## config.mk

```make
export PLATFORM = sky130hd
export DESIGN_NAME = multi_stage_ring_pointers_unit_flat
export DESIGN_NICKNAME = d
export VERILOG_FILES = /design/src/rtl/mspr_pkg.sv /design/src/rtl/mspr_chan.sv /design/src/rtl/mspr_queue.sv /design/src/rtl/mspr_front.sv /design/src/rtl/mspr_back.sv /design/src/rtl/multi_stage_ring_pointers_unit.sv /design/src/flat_wrapper.sv
export SDC_FILE = /design/constraint.sdc
export NUM_CORES = 1
export LEC_CHECK = 0
export ABC_AREA = 1
export BUFFER_PORTS_ARGS = -buffer_cell sky130_fd_sc_hd__buf_4
export CAP_MARGIN = 25
export CORE_ASPECT_RATIO = 0.6
export CORE_MARGIN = 2
export CORE_UTILIZATION = 35
export DETAILED_ROUTE_END_ITERATION = 6
export GPL_ROUTABILITY_DRIVEN = 1
export GPL_TIMING_DRIVEN = 0
export HOLD_SLACK_MARGIN = 0.06
export SLEW_MARGIN = 15
export SYNTH_ARGS = -nofsm -noshare
export SYNTH_HDL_FRONTEND = slang
export SYNTH_SLANG_ARGS = --single-unit
```

## constraint.sdc

```tcl
create_clock -name i_clk -period 6.6 [get_ports i_clk]
set_clock_uncertainty 0.05 [all_clocks]
set_input_delay 0.99 -clock i_clk [delete_from_list [all_inputs] [get_ports i_clk]]
set_output_delay 0.99 -clock i_clk [all_outputs]
set_load 0.05 [all_outputs]
```

## src/rtl/mspr_pkg.sv

```systemverilog
// Shared types, codes and defaults of the multi-stage ring pointers unit.
package mspr_pkg;

    localparam int DEF_MAX_STAGES   = 8;
    localparam int DEF_COUNTER_BITS = 8;
    localparam int N_W              = 5;

    localparam logic [1:0] CMD_QUERY   = 2'd0;
    localparam logic [1:0] CMD_ADVANCE = 2'd1;
    localparam logic [1:0] CMD_CLEAR   = 2'd2;

    localparam logic [1:0] CFG_SLOT_LOG2  = 2'd0;
    localparam logic [1:0] CFG_NUM_STAGES = 2'd1;

    typedef struct packed {
        logic [1:0] command;
        logic [2:0] stage;
    } t_cmd;

    typedef struct packed {
        logic [6:0] slot_index;
        logic [7:0] available;
        logic       slot_valid;
        logic       moved;
        logic       stage_error;
    } t_res;

    typedef struct packed {
        logic [1:0] index;
        logic [3:0] value;
    } t_cfg_wr;

    typedef struct packed {
        logic [1:0] command;
        logic [2:0] stage;
        logic       err;
    } t_op;

    typedef struct packed {
        logic [2:0]     slot_count_log2;
        logic [N_W-1:0] eff_stages;
    } t_view;

endpackage

```

## src/rtl/mspr_chan.sv

```systemverilog
// Valid/ready channel carrying one request payload.
interface mspr_chan #(parameter type t_payload = logic) ();
    logic     valid;
    logic     ready;
    t_payload data;

    modport source (output valid, output data, input ready);
    modport sink (input valid, input data, output ready);
endinterface

```

## src/rtl/mspr_queue.sv

```systemverilog
// Two-entry queue between the front and back parts.
module mspr_queue #(
    parameter type t_item = logic
) (
    input  logic  i_clk,
    input  logic  i_rst_n,
    input  logic  i_push_valid,
    output logic  o_push_ready,
    input  t_item i_push_data,
    output logic  o_pop_valid,
    input  logic  i_pop_ready,
    output t_item o_pop_data
);
    t_item      r_mem [2];
    logic       r_wptr;
    logic       r_rptr;
    logic [1:0] r_count;
    logic       push;
    logic       pop;

    assign o_push_ready = (r_count != 2'd2);
    assign o_pop_valid  = (r_count != 2'd0);
    assign o_pop_data   = r_mem[r_rptr];
    assign push         = i_push_valid && o_push_ready;
    assign pop          = o_pop_valid && i_pop_ready;

    always_ff @(posedge i_clk) begin
        if (push) begin
            r_mem[r_wptr] <= i_push_data;
        end
    end

    always_ff @(posedge i_clk) begin
        if (!i_rst_n) begin
            r_wptr  <= 1'b0;
            r_rptr  <= 1'b0;
            r_count <= 2'd0;
        end else begin
            if (push) begin
                r_wptr <= ~r_wptr;
            end
            if (pop) begin
                r_rptr <= ~r_rptr;
            end
            if (push && !pop) begin
                r_count <= r_count + 2'd1;
            end else if (pop && !push) begin
                r_count <= r_count - 2'd1;
            end
        end
    end
endmodule

```

## src/rtl/mspr_front.sv

```systemverilog
// Front part: configuration registers and request classification.
module mspr_front import mspr_pkg::*; #(
    parameter int MAX_STAGES = DEF_MAX_STAGES
) (
    input  logic  i_clk,
    input  logic  i_rst_n,
    mspr_chan.sink i_cmd,
    mspr_chan.sink i_cfg,
    input  logic  i_push_ready,
    output logic  o_push_valid,
    output t_op   o_op,
    output t_view o_view
);
    logic [2:0]     r_slot_log2;
    logic [3:0]     r_num_stages;
    logic [N_W-1:0] eff_stages;

    assign i_cfg.ready  = 1'b1;
    assign i_cmd.ready  = i_push_ready;
    assign o_push_valid = i_cmd.valid;

    always_ff @(posedge i_clk) begin
        if (!i_rst_n) begin
            r_slot_log2  <= 3'd3;
            r_num_stages <= 4'd2;
        end else if (i_cfg.valid) begin
            unique case (i_cfg.data.index)
                CFG_SLOT_LOG2:  r_slot_log2 <= i_cfg.data.value[2:0];
                CFG_NUM_STAGES: r_num_stages <= i_cfg.data.value;
                default: begin
                end
            endcase
        end
    end

    always_comb begin
        if (r_num_stages < 4'd2) begin
            eff_stages = N_W'(2);
        end else if ({1'b0, r_num_stages} > N_W'(MAX_STAGES)) begin
            eff_stages = N_W'(MAX_STAGES);
        end else begin
            eff_stages = {1'b0, r_num_stages};
        end

        unique case (i_cmd.data.command)
            CMD_ADVANCE: o_op.command = CMD_ADVANCE;
            CMD_CLEAR:   o_op.command = CMD_CLEAR;
            default:     o_op.command = CMD_QUERY;
        endcase
        o_op.stage = i_cmd.data.stage;
        o_op.err   = (N_W'(i_cmd.data.stage) >= eff_stages);

        o_view.slot_count_log2 = r_slot_log2;
        o_view.eff_stages      = eff_stages;
    end
endmodule

```

## src/rtl/mspr_back.sv

```systemverilog
// Back part: stage counters, result computation and output register.
module mspr_back import mspr_pkg::*; #(
    parameter int MAX_STAGES   = DEF_MAX_STAGES,
    parameter int COUNTER_BITS = DEF_COUNTER_BITS
) (
    input  logic  i_clk,
    input  logic  i_rst_n,
    input  logic  i_op_valid,
    output logic  o_op_ready,
    input  t_op   i_op,
    input  t_view i_view,
    mspr_chan.source o_res
);
    localparam int SIDX_W = $clog2(MAX_STAGES);

    logic [COUNTER_BITS-1:0] r_cnt [MAX_STAGES];
    logic [COUNTER_BITS-1:0] lane_av [MAX_STAGES];
    logic [COUNTER_BITS-1:0] cnt_last;
    logic [COUNTER_BITS-1:0] cur_cnt;
    logic [COUNTER_BITS-1:0] cur_av;
    logic [COUNTER_BITS-1:0] slots_c;
    logic [SIDX_W-1:0]       last_idx;
    logic [SIDX_W-1:0]       sel;
    logic [15:0]             slots16;
    logic [15:0]             idx16;
    logic [15:0]             av16;
    logic                    do_move;
    logic                    pop;
    t_res                    res;
    t_res                    r_res;
    logic                    r_res_valid;

    for (genvar k = 0; k < MAX_STAGES; k++) begin : g_lane
        if (k == 0) begin : g_first
            assign lane_av[k] = cnt_last + slots_c - r_cnt[0];
        end else begin : g_next
            assign lane_av[k] = r_cnt[k-1] - r_cnt[k];
        end
    end

    always_comb begin
        slots16  = 16'd1 << i_view.slot_count_log2;
        slots_c  = COUNTER_BITS'(slots16);
        last_idx = SIDX_W'(i_view.eff_stages - N_W'(1));
        cnt_last = '0;
        for (int k = 0; k < MAX_STAGES; k++) begin
            if (SIDX_W'(k) == last_idx) begin
                cnt_last = r_cnt[k];
            end
        end
    end

    always_comb begin
        sel     = SIDX_W'(i_op.stage);
        cur_cnt = '0;
        cur_av  = '0;
        for (int k = 0; k < MAX_STAGES; k++) begin
            if (SIDX_W'(k) == sel) begin
                cur_cnt = r_cnt[k];
                cur_av  = lane_av[k];
            end
        end
        idx16   = 16'(cur_cnt) & (slots16 - 16'd1);
        av16    = 16'(cur_av);
        do_move = !i_op.err && (i_op.command == CMD_ADVANCE) && (cur_av != '0);

        res.slot_index  = i_op.err ? 7'd0 : idx16[6:0];
        res.available   = i_op.err ? 8'd0 : av16[7:0];
        res.slot_valid  = !i_op.err && (av16[7:0] != 8'd0);
        res.moved       = do_move;
        res.stage_error = i_op.err;
    end

    assign o_op_ready  = !r_res_valid || o_res.ready;
    assign pop         = i_op_valid && o_op_ready;
    assign o_res.valid = r_res_valid;
    assign o_res.data  = r_res;

    always_ff @(posedge i_clk) begin
        if (!i_rst_n) begin
            for (int k = 0; k < MAX_STAGES; k++) begin
                r_cnt[k] <= '0;
            end
        end else if (pop && !i_op.err) begin
            for (int k = 0; k < MAX_STAGES; k++) begin
                if (i_op.command == CMD_CLEAR) begin
                    r_cnt[k] <= '0;
                end else if (do_move && (SIDX_W'(k) == sel)) begin
                    r_cnt[k] <= cur_cnt + COUNTER_BITS'(1);
                end
            end
        end
    end

    always_ff @(posedge i_clk) begin
        if (!i_rst_n) begin
            r_res_valid <= 1'b0;
        end else if (pop) begin
            r_res_valid <= 1'b1;
        end else if (o_res.ready) begin
            r_res_valid <= 1'b0;
        end
    end

    always_ff @(posedge i_clk) begin
        if (pop) begin
            r_res <= res;
        end
    end
endmodule

```

## src/rtl/multi_stage_ring_pointers_unit.sv

```systemverilog
// Multi-stage ring pointers unit: top level joining front, queue and back.
// An accepted request waits in the two-entry queue, executes when the back part pops it, and its result is registered.
// Throughput: one request per cycle; a held result stalls the back part, and the input stalls
// once the two-entry queue is full.
// Reset: synchronous, active low; clears the stage counters, queue and result valid flag, and sets
// the slot count exponent to 3 and the stage count register to 2.
module multi_stage_ring_pointers_unit import mspr_pkg::*; #(
    parameter int MAX_STAGES   = DEF_MAX_STAGES,
    parameter int COUNTER_BITS = DEF_COUNTER_BITS
) (
    input  logic     i_clk,
    input  logic     i_rst_n,
    mspr_chan.sink   i_cmd,
    mspr_chan.sink   i_cfg,
    mspr_chan.source o_res
);
    logic  push_valid;
    logic  push_ready;
    t_op   push_op;
    logic  op_valid;
    logic  op_ready;
    t_op   op;
    t_view view;

    mspr_front #(
        .MAX_STAGES (MAX_STAGES)
    ) u_front (
        .i_clk        (i_clk),
        .i_rst_n      (i_rst_n),
        .i_cmd        (i_cmd),
        .i_cfg        (i_cfg),
        .i_push_ready (push_ready),
        .o_push_valid (push_valid),
        .o_op         (push_op),
        .o_view       (view)
    );

    mspr_queue #(
        .t_item (t_op)
    ) u_queue (
        .i_clk        (i_clk),
        .i_rst_n      (i_rst_n),
        .i_push_valid (push_valid),
        .o_push_ready (push_ready),
        .i_push_data  (push_op),
        .o_pop_valid  (op_valid),
        .i_pop_ready  (op_ready),
        .o_pop_data   (op)
    );

    mspr_back #(
        .MAX_STAGES   (MAX_STAGES),
        .COUNTER_BITS (COUNTER_BITS)
    ) u_back (
        .i_clk      (i_clk),
        .i_rst_n    (i_rst_n),
        .i_op_valid (op_valid),
        .o_op_ready (op_ready),
        .i_op       (op),
        .i_view     (view),
        .o_res      (o_res)
    );

`ifndef SYNTHESIS
    a_err_zero: assert property (@(posedge i_clk) disable iff (!i_rst_n)
        (o_res.valid && o_res.data.stage_error) |->
            (o_res.data.slot_index == 7'd0 && o_res.data.available == 8'd0 &&
             !o_res.data.moved && !o_res.data.slot_valid))
        else $error("stage error result carries nonzero fields");

    a_slot_valid: assert property (@(posedge i_clk) disable iff (!i_rst_n)
        o_res.valid |-> (o_res.data.slot_valid == (o_res.data.available != 8'd0)))
        else $error("slot_valid disagrees with available");

    a_reset_idle: assert property (@(posedge i_clk) disable iff (!i_rst_n)
        !$past(i_rst_n) |-> !o_res.valid)
        else $error("result valid right after reset");

    a_hold_result: assert property (@(posedge i_clk) disable iff (!i_rst_n)
        (o_res.valid && !o_res.ready) |=> (o_res.valid && $stable(o_res.data)))
        else $error("pending result changed while stalled");
`endif
endmodule

```

## src/flat_wrapper.sv

```systemverilog
// flat-port wrapper written by rule: the top's interface ports become plain ports
module multi_stage_ring_pointers_unit_flat import mspr_pkg::*;
#(
    parameter int MAX_STAGES   = DEF_MAX_STAGES,
    parameter int COUNTER_BITS = DEF_COUNTER_BITS
)
  (i_clk, i_rst_n, i_cmd_valid, i_cmd_data, i_cmd_ready, i_cfg_valid, i_cfg_data, i_cfg_ready, o_res_valid, o_res_data, o_res_ready);
  mspr_chan #(.t_payload(t_cmd)) i_cmd_i ();
  mspr_chan #(.t_payload(t_cfg_wr)) i_cfg_i ();
  mspr_chan #(.t_payload(t_res)) o_res_i ();
  input  logic i_clk;
  input  logic i_rst_n;
  input wire logic [$bits(i_cmd_i.valid)-1:0] i_cmd_valid;
  input wire logic [$bits(i_cmd_i.data)-1:0] i_cmd_data;
  output wire logic [$bits(i_cmd_i.ready)-1:0] i_cmd_ready;
  input wire logic [$bits(i_cfg_i.valid)-1:0] i_cfg_valid;
  input wire logic [$bits(i_cfg_i.data)-1:0] i_cfg_data;
  output wire logic [$bits(i_cfg_i.ready)-1:0] i_cfg_ready;
  output wire logic [$bits(o_res_i.valid)-1:0] o_res_valid;
  output wire logic [$bits(o_res_i.data)-1:0] o_res_data;
  input wire logic [$bits(o_res_i.ready)-1:0] o_res_ready;
  assign i_cmd_i.valid = i_cmd_valid;
  assign i_cmd_i.data = i_cmd_data;
  assign i_cmd_ready = i_cmd_i.ready;
  assign i_cfg_i.valid = i_cfg_valid;
  assign i_cfg_i.data = i_cfg_data;
  assign i_cfg_ready = i_cfg_i.ready;
  assign o_res_valid = o_res_i.valid;
  assign o_res_data = o_res_i.data;
  assign o_res_i.ready = o_res_ready;
  multi_stage_ring_pointers_unit #(.MAX_STAGES(MAX_STAGES), .COUNTER_BITS(COUNTER_BITS)) u_core (.i_clk(i_clk), .i_rst_n(i_rst_n), .i_cmd(i_cmd_i), .i_cfg(i_cfg_i), .o_res(o_res_i));
endmodule
```

# After elaboration in Yosys (flattened, before gate mapping)
# Memory sizes are Yosys's and may differ from the RTL's. A register that Yosys moved wholly into a read port is not among the register bits.
# Cells that the tools add are included.
# classes
addsub	14
order_cmp	3
n_eq_ne	20
n_shift	1
n_mux	96
bitwise_logic	19
reduce_logical	30
# ops
cell	n
two-way mux 8 bit	40
subtractor 8 bit	8
two-way mux 1 bit	51
== test 3 bit (first input constant)	8
logical AND 1 bit	16
OR 1 bit	16
== test 2 x 3 -> 1 bit (first input constant)	4
adder 8 x 1 -> 8 bit (second input constant)	1
adder 8 bit	1
two-way mux 4 bit	2
nonzero test 8 bit	1
<< shifter 1 x 3 -> 8 bit (first input constant)	1
AND 7 bit	1
subtractor 7 x 1 -> 7 bit (second input constant)	1
== test 1 x 3 -> 1 bit (first input constant)	2
== test 2 x 1 -> 1 bit (second input constant)	3
zero test 3 bit	2
nonzero test 2 bit	3
== test 2 bit (second input constant)	2
>= comparator 3 x 4 -> 1 bit	1
> comparator 4 bit (second input constant)	1
zero test 1 bit	4
< comparator 4 x 2 -> 1 bit (second input constant)	1
two-way mux 2 bit	2
9 further kinds	11
# word_totals
ff_bits	30
mem_bits_rw	76
input_bits	16
output_inout_bits	21
wordCells	196
mem_count	2
# mem_list
memory	depth	word_bits	rd	rd_clocked_by_memory_dff	write_ports	line_no	source
u_core.u_back.r_cnt	8	8	8	0	8	mspr_back.sv:16	logic [COUNTER_BITS-1:0] r_cnt [MAX_STAGES];
u_core.u_queue.r_mem	2	6	1	1	1	mspr_queue.sv:14	t_item r_mem [2];

# Longest topological paths before layout
# Gate-level depths: netlist (run 1).
# depth
word_depth	32
ltp_mapped	32
depth_no_buf	32

# Cells and area by module
# A second synthesis (run 1) with hierarchy kept.
# hier_totals
hier_cells	1069
area_unflattened_um2	8479.4
# by_module_without_submodules
module	instances	cells_each	area_per_inst_um2	seq_area_each_um2
mspr_back	1	940	7312.0	2482.4
mspr_queue	1	56	691.9	460.4
mspr_front	1	73	475.5	140.1

# Least setup slack after synthesis (run 1)
# Ideal clock, no wire load.
# synth_timing
kind	flip-flop to flip-flop
start	register u_core.u_front.r_num_stages[0]
end	memory u_core.u_back.r_cnt[1][24] in the netlist's numbering, enable pin
setup_time_ps	374
t_arrival_ps	3847
t_required_ps	6176
path_slack_ps	2330
path_stages_with_launch	29
path_buffers	0
period_less_slack_ps	4270
cell_sequence	dfxtp_1 -> inv_1 -> nor2_1 -> nand2_1 -> nand3_1 -> inv_1 -> a21oi_1 -> o211ai_1 -> o21ai_0 -> o211ai_1 -> o21ai_0 -> inv_1 -> fa_1 -> ha_1 -> nand2_1 -> or2_2 -> nand4_1 -> nand3_2 -> nand2_1 -> nor2_1 -> nand3b_1 -> nand2_1 -> nand3_1 -> nor2_1 -> nand2_1 -> nand2_2 -> nand2_8 -> nand2_2 -> o21ai_1
# synth_lines
item	line_no	source
start, declared	mspr_front.sv:15	logic [3:0] r_num_stages;
start signal, assigned	mspr_front.sv:29	CFG_NUM_STAGES: r_num_stages <= i_cfg.data.value;
end, declared	mspr_back.sv:16	

==> metrics, run 1 <==
minimum clock period=6.05 ns; ys flop type=edfxtp_1; layout cells sized above 1=13.5%; simple-gate share of the synthesized area=a little over a quarter; Clk network pwr share=13.9%; Final Max Tran Viols=0; DR iter-0 viols=887; Netlist cell types=61; Setup CP Type=reg2reg; Clock Tree Root=clkbuf_16; critical path required time=6.54 ns; WHS Endpoint=u_core.u_queue.r_rptr; GP Congestion=0.977; Area Overhead vs Synth=11.2%; Setup Fix Bufs, Post-CTS=0; antenna violations before repair=0; Post-Syn Area per Cell=8.23 sq um; first-pass GRT wire length=41800 microns; Sw Share=between 50% and 60%; sequential area share after synthesis=35.3%; Logic pwr share=around 60%; area of the multi-input gates=between 4000 and 5000 sq um; Gate Count Post-Synth=1060; CTS Sinks=107; Synth async-reset ratio=0%; R2R Setup Slk=between 0.5 and 0.6 ns; RSZ-0062 raised after global routing=no; XOR/XNOR Fraction of Synth Area=3.86%; Final HPWL DP=22500 microns; Internal Pwr Total=between 0.0015 and 0.002 W; power density cells=397 nW/um^2; IO Pins=37; largest net degree at the start of global routing=19; worst-margin pin slew=1.10 ns; Post-synth EDFFs=94; outcome=completed; critical path capture point type=flip-flop; Flop pwr share=26.2%; Layout Nets=1200; Via Count=7632; max-cap viol count=0; final hold vios=0; Placement Cell Area=9420 sq um; hold_sp=u_core.u_queue.r_rptr; FF-to-FF path depth=25; crit-path max FO=10; Reg-to-Reg Start=u_core.u_front.r_num_stages[3]; Final Cell Area=9700 sq um; antenna cells=0; IO Port Bufs=35; register area=3080 sq um; DRC=0; type of origin of the critical path=flip-flop; synth warn=0; placed cell count=about 1400; vias in the first global route=about 7000; Worst-path clk slew=0.07 ns; Final Cycle Share=91.7%; CP arrival=between 5 and 6 ns; DRT antenna net count=0; Slew Limit Headroom=26.4%; CTS Hold Buffers Added=0; starting density of the core=35.9%; total negative slack=0 ns; DR WL/cell=19.5 microns; Rows=44; Seq cells post-synth=107; Die W=208 microns; die area=26300 sq um; VDD IR max=0.000289 V; area of the core=around 24000 sq um; CTS Buf Count=9; TritonCTS clock tree=built; fraction of synthesized area in multiplexers=0.229%; Synth Area in Compound Gates=12.5%; Final setup viols=0; GRT overflow=0; Post-Synth Adder-Cell Area=12.2%; r2r endpoint=u_core.u_back.r_cnt[0][21]; switching pwr=0.00205 W; htree depth=3; Pre-antenna DRT Iters=5; Hold WC Path Type=reg2reg; Syn Nets=1153; WL final=27900 microns; Static Leak=4.25 nW; Max clock buf depth=2; cts repair resizes=0; Final Non-Filler Cells=around 1400; FILL cells=2485; largest family of logic cells by synthesized area=simple AND/OR/NAND/NOR gates; Worst-Skew Late Latency=~0.38 ns; mapped cell area=8730 sq um; WHS Path Cells=1; die height=126 microns; Avg Vias per Cell=5.32; max frequency=0.165 GHz; Total Routing Usage GR=21.4%
through the flow:
| step | utilization (%) | setup slack, ns | hold WS [ns] | power, W |
|---|---|---|---|---|
| after CTS | 39.8 | 0.466 | 0.405 | 0.00378 |
| final | 39.9 | 0.550 | 0.405 | 0.00385 |
| after floorplan | - | 2.33 | 0.375 | 0.00250 |
| after global routing | 39.9 | 0.209 | 0.450 | 0.00405 |
| after detailed placement | 38.7 | 0.468 | 0.392 | 0.00324 |
| after global placement | 38.6 | 0.502 | 0.389 | 0.00322 |
critical path: stages (launching register included):
cell and delay, ns:
dfxtp_1 0.32, inv_1 0.11, clkbuf_1 0.36, nand3_1 0.42, o211ai_1 0.44, o21ai_0 0.21
o211ai_1 0.11, o21ai_0 0.13, inv_1 0.11, fa_1 0.39, ha_1 0.39, a21oi_1 0.20
nand2_1 0.13, or2_2 0.30, nand3_2 0.08, nand2_1 0.12, nor3_2 0.32, nand4_1 0.31
nand2_1 0.17, nand2_1 0.07, nor2_1 0.10, nand2_1 0.07, nand2_2 0.11, nand2_8 0.14
nand4_4 0.18, nand2_1 0.30
worst max path at each step:
stage / cells after the start / to / start / slack, ns
after floorplan: 28 / u_core.u_back.r_cnt[1][24] / u_core.u_front.r_num_stages[0] / 2.33
after global placement: 27 / u_core.u_back.r_cnt[0][27] / u_core.u_front.r_num_stages[0] / 0.50
after detailed placement: 27 / u_core.u_back.r_cnt[0][28] / u_core.u_front.r_num_stages[0] / 0.47
after CTS: 27 / u_core.u_back.r_cnt[0][27] / u_core.u_front.r_num_stages[0] / 0.47
after global routing: 25 / u_core.u_back.r_cnt[0][30] / u_core.u_front.r_num_stages[3] / 0.21
final: 25 / u_core.u_back.r_cnt[0][21] / u_core.u_front.r_num_stages[3] / 0.55
cell usage in the layout, fill, tap and decap left out, types with 4 or more instances in the layout:
master     synthesis  layout
buf_4              3      38
xor2_1            19      18
clkbuf_1           4       4
nand2_2           13      13
ha_1              63      63
nor2_1           141     140
nand3_2            5       5
clkbuf_16          0       9
o2111ai_1          5       5
fa_1              14      14
edfxtp_1          94      94
o211ai_1          21      21
nor2_2             6       7
dfxtp_1           13      13
nand4_4            8       8
o21a_1             4       4
nand4_1           28      28
o21ai_0           41      41
nand2_4            4       4
nand3_1           46      46
or2_2             13      13
o221ai_1           4       4
o21ai_1            5       5
xnor2_1           10      10
a31oi_1            5       5
nor3_1             6       5
inv_1            160     160
a21oi_1           75      74
nand2_1          183     183
inv_2             12      12
cell families after synthesis:
group | after synthesis
mux | 2
compound gates | 180
other cells | 1
xor+xnor | 32
flops | 107
fa+ha+maj | 77
buf+inv | 188
simple gates | 473
area by class of cell:
| type | count | share of cell area [%] |
|---|---|---|
| multi-input combinational | 765 | 50.6 |
| sequential | 107 | 31.8 |
| inverter | 175 | 6.85 |
| tap | 322 | 4.15 |
| timing repair buffer | 36 | 2.82 |
| clock buffer | 9 | 2.32 |
| buffer | 13 | 0.980 |
| clock inverter | 7 | 0.529 |
registers in the layout, summed over array words and instances (netlist names), named ones only:
signal and cells:
u_core.u_back.r_cnt 64, u_core.u_back.o_res.data 18, u_core.u_queue.r_mem 12, u_core.u_front.r_num_stages 4, u_core.u_front.r_slot_log2 3, u_core.u_queue.r_count 2, u_core.u_back.o_res.valid 1, u_core.u_queue.r_rptr 1
u_core.u_queue.r_wptr 1
routing by layer:
metal / vias up / track usage, % / share of wire (%)
met2: 392 / 27.2 / 37
li1: 3654 / - / -
met5: - / 0 / 0
met1: 3566 / 33.9 / 50
met3: 20 / 8.12 / 12
met4: 0 / 2.96 / 0.78
cell usage after synthesis, types with 3 or more instances:
cell | number | area [sq um]
buf_4 | 3 | 22.5
nand4_1 | 28 | 175
nand4_4 | 8 | 170
inv_1 | 160 | 601
xnor2_1 | 10 | 87.6
nor2_2 | 6 | 37.5
o211ai_1 | 21 | 158
nand2_2 | 13 | 81.3
dfxtp_1 | 13 | 260
nor2_1 | 141 | 529
o2111ai_1 | 5 | 43.8
nand3_2 | 5 | 50.1
o21ai_0 | 41 | 205
o21ai_1 | 5 | 25.0
a21oi_1 | 75 | 375
a31oi_1 | 5 | 31.3
o221ai_1 | 4 | 35.0
nand2_1 | 183 | 687
nand2_8 | 3 | 60.1
ha_1 | 63 | 788
nor3b_1 | 4 | 30.0
buf_2 | 3 | 15.0
fa_1 | 14 | 280
nor3_1 | 6 | 30.0
nand3_1 | 46 | 230
xor2_1 | 19 | 166
inv_2 | 12 | 45.0
xor2_4 | 3 | 82.6
or2_2 | 13 | 81.3
o22ai_1 | 3 | 18.8
nand2_4 | 4 | 45.0
o21a_1 | 4 | 30.0
edfxtp_1 | 94 | 2820
clkbuf_1 | 4 | 15.0
power by group through the flow:
stage	clock [W]	sequential [W]	combinational [W]
3_3_place_gp	0	0.00102	0.00221
3_5_place_dp	0	0.00101	0.00223
5_1_grt	0.000563	0.00102	0.00247
6_report	0.000536	0.00101	0.00231
4_1_cts	0.000540	0.00100	0.00224
2_1_floorplan	0	0.00119	0.00131
Note: power is estimated with default switching activity, not from simulation.
==> inputs of run 2 (changes only) <==
--- a/config.mk
+++ b/config.mk
@@ -18,4 +18,5 @@
 export SLEW_MARGIN = 15
 export SYNTH_ARGS = -nofsm -noshare
 export SYNTH_HDL_FRONTEND = slang
+export SYNTH_HIERARCHICAL = 1
 export SYNTH_SLANG_ARGS = --single-unit
==> constraint.sdc (replaced) <==
create_clock -name i_clk -period 6.6 [get_ports i_clk]
set_clock_uncertainty 0.05 [all_clocks]
set_input_delay 1.32 -clock i_clk [delete_from_list [all_inputs] [get_ports i_clk]]
set_output_delay 1.32 -clock i_clk [all_outputs]
set_load 0.05 [all_outputs]
==> run 2 against run 1 <==
  * First-iteration DRC count grew 9.0%
  * Sequential power is essentially flat
  * Global-route usage grew 1.0 points
  * Critical path type unchanged
  * Maximum frequency shrank 4.7%
  * Via count grew 1.4%
  * Highest routed layer unchanged
  * Die area shrank 2.9%
  * Combinational power shrank 13%
  * Utilization shrank 0.13 points
  * Sequential cell count is the same
  * Critical path depth grew 1
==> metrics, run 2 <==
outcome=completed; first-pass GRT wire length=42300 microns; Setup CP Type=reg2reg; vias in the first global route=7082; Clock Tree Root=clkbuf_16; max-cap viol count=0; power density cells=374 nW/um^2; CTS Buf Count=9; Worst path slowest cell=fa_1; WHS Path Cells=2; critical path required time=6.56 ns; synth warn=6; Die W=~200 microns; most common cell after layout, fill and taps aside=nand2_1; type of origin of the critical path=flip-flop; Static Leak=around 4.2 nW; minimum clock period=~6.4 ns; Hold WC Path Type=reg2reg; Via Count=approximately 7700; mapped cell area=about 8500 sq um; IO Pins=37; worst-margin pin slew=slightly above 1 ns; crit-path max FO=10; FF-to-FF path depth=26; Final Cycle Share=96.2%; Rows=44; Area Overhead vs Synth=12.5%; Syn Nets=1158; DR WL/cell=19.2 microns; GRT overflow=0; Post-Syn Area per Cell=~8 sq um; final hold vios=0; CTS Sinks=about 110; DR iter-0 viols=967; critical path capture point type=flip-flop; Total Routing Usage GR=22.4%; largest net degree at the start of global routing=22; Worst-path clk slew=0.08 ns; Pre-antenna DRT Iters=6; Final Util=between 30% and 40%; Layout Nets=1206; DRC=0; antenna cells=0; DRT antenna net count=0; max incr delay on CP=0.51 ns; Max clock buf depth=2; CP arrival=6.31 ns; Avg Vias per Cell=5.37; TritonCTS clock tree=built; Final HPWL DP=about 22000 microns; CTS Hold Buffers Added=0; IO Port Bufs=34; area of the core=23900 sq um; crit-path most repeated cell=nand2_1; GP Congestion=about 0.99; max reg flops=between 60 and 70; Slew Limit Headroom=between 30% and 40%; WL final=27700 microns; most frequent cells in the layout=nand2_1 (187), nor2_1 (159), inv_1 (154); Final setup viols=0; VDD IR max=0.000163 V; max frequency=0.157 GHz; total power=0.00356 W; Final Max Tran Viols=0; Top reg by flops=u_core/u_back/r_cnt; starting density of the core=35.3%; die height=roughly 120 microns; die area=25500 sq um; Worst-Skew Late Latency=~0.37 ns; Gate Count Post-Synth=1066; htree depth=3; layout cells sized above 1=11.6%; antenna violations before repair=0
## run 2: layout make-up
| type | count | area, sq um |
|---|---|---|
| fillers | 2465 | 14400 |
| multi-input cells | 774 | 4700 |
| flip-flops and latches | 107 | 3080 |
| inverters | 166 | 624 |
| well taps | 322 | 403 |
| repair buffers | 37 | 297 |
| clock buffers | 9 | 225 |
| plain buffers | 19 | 110 |
| clock inverters | 7 | 77.6 |
## run 2: routing by layer
metal | GRT usage (%) | share of wire, %
met2 | 27.3 | 35
met1 | 36.2 | 50
met4 | 3.62 | 1.1
met5 | 0 | 0
met3 | 8.77 | 14
## run 2: timing repair
item	CTS	global route
gates resized for setup	0	8
setup buffers	0	0
setup endpoints to repair	0	129
## run 2: metrics by stage
stage	setup WS (ns)	setup TNS, ns	cells	instance area (sq um)	hold slack (ns)
final	0.250	0	1441	9520	0.460
after global routing	-0.0599	-0.642	1441	9520	0.494
after CTS	0.124	0	1441	9500	0.462
after detailed placement	0.170	0	1425	9190	0.445
after global placement	0.0334	0	1422	9120	0.421
after floorplan	1.94	0	1066	8460	0.396
## run 2: worst paths after layout
path                                  start  slack, ns                            end
max          u_core/u_front/r_num_stages[1]       0.25      u_core/u_back/r_cnt[0][7]
min           u_core/u_front/r_slot_log2[2]       0.46  u_core/u_front/r_slot_log2[2]
max reg2reg  u_core/u_front/r_num_stages[1]       0.25      u_core/u_back/r_cnt[0][7]
min reg2reg   u_core/u_front/r_slot_log2[2]       0.46  u_core/u_front/r_slot_log2[2]
## run 2: report_power, final
group	switching, W	internal (W)	leakage (nW)	total, W
logic	0.00145	0.000555	2.95	0.00201
clock network	0.000288	0.000270	0.144	0.000557
registers	0.0000897	0.000904	1.06	0.000994
total	0.00183	0.00173	4.16	0.00356
## run 2: worst max-delay path, delay by kind of cell (launching register included)
family          cells  cell delay [ns]
fa+ha+maj           2             0.90
buf+inv             3             0.53
compound gates      6             1.61
simple gates       15             2.50
flops               1             0.36
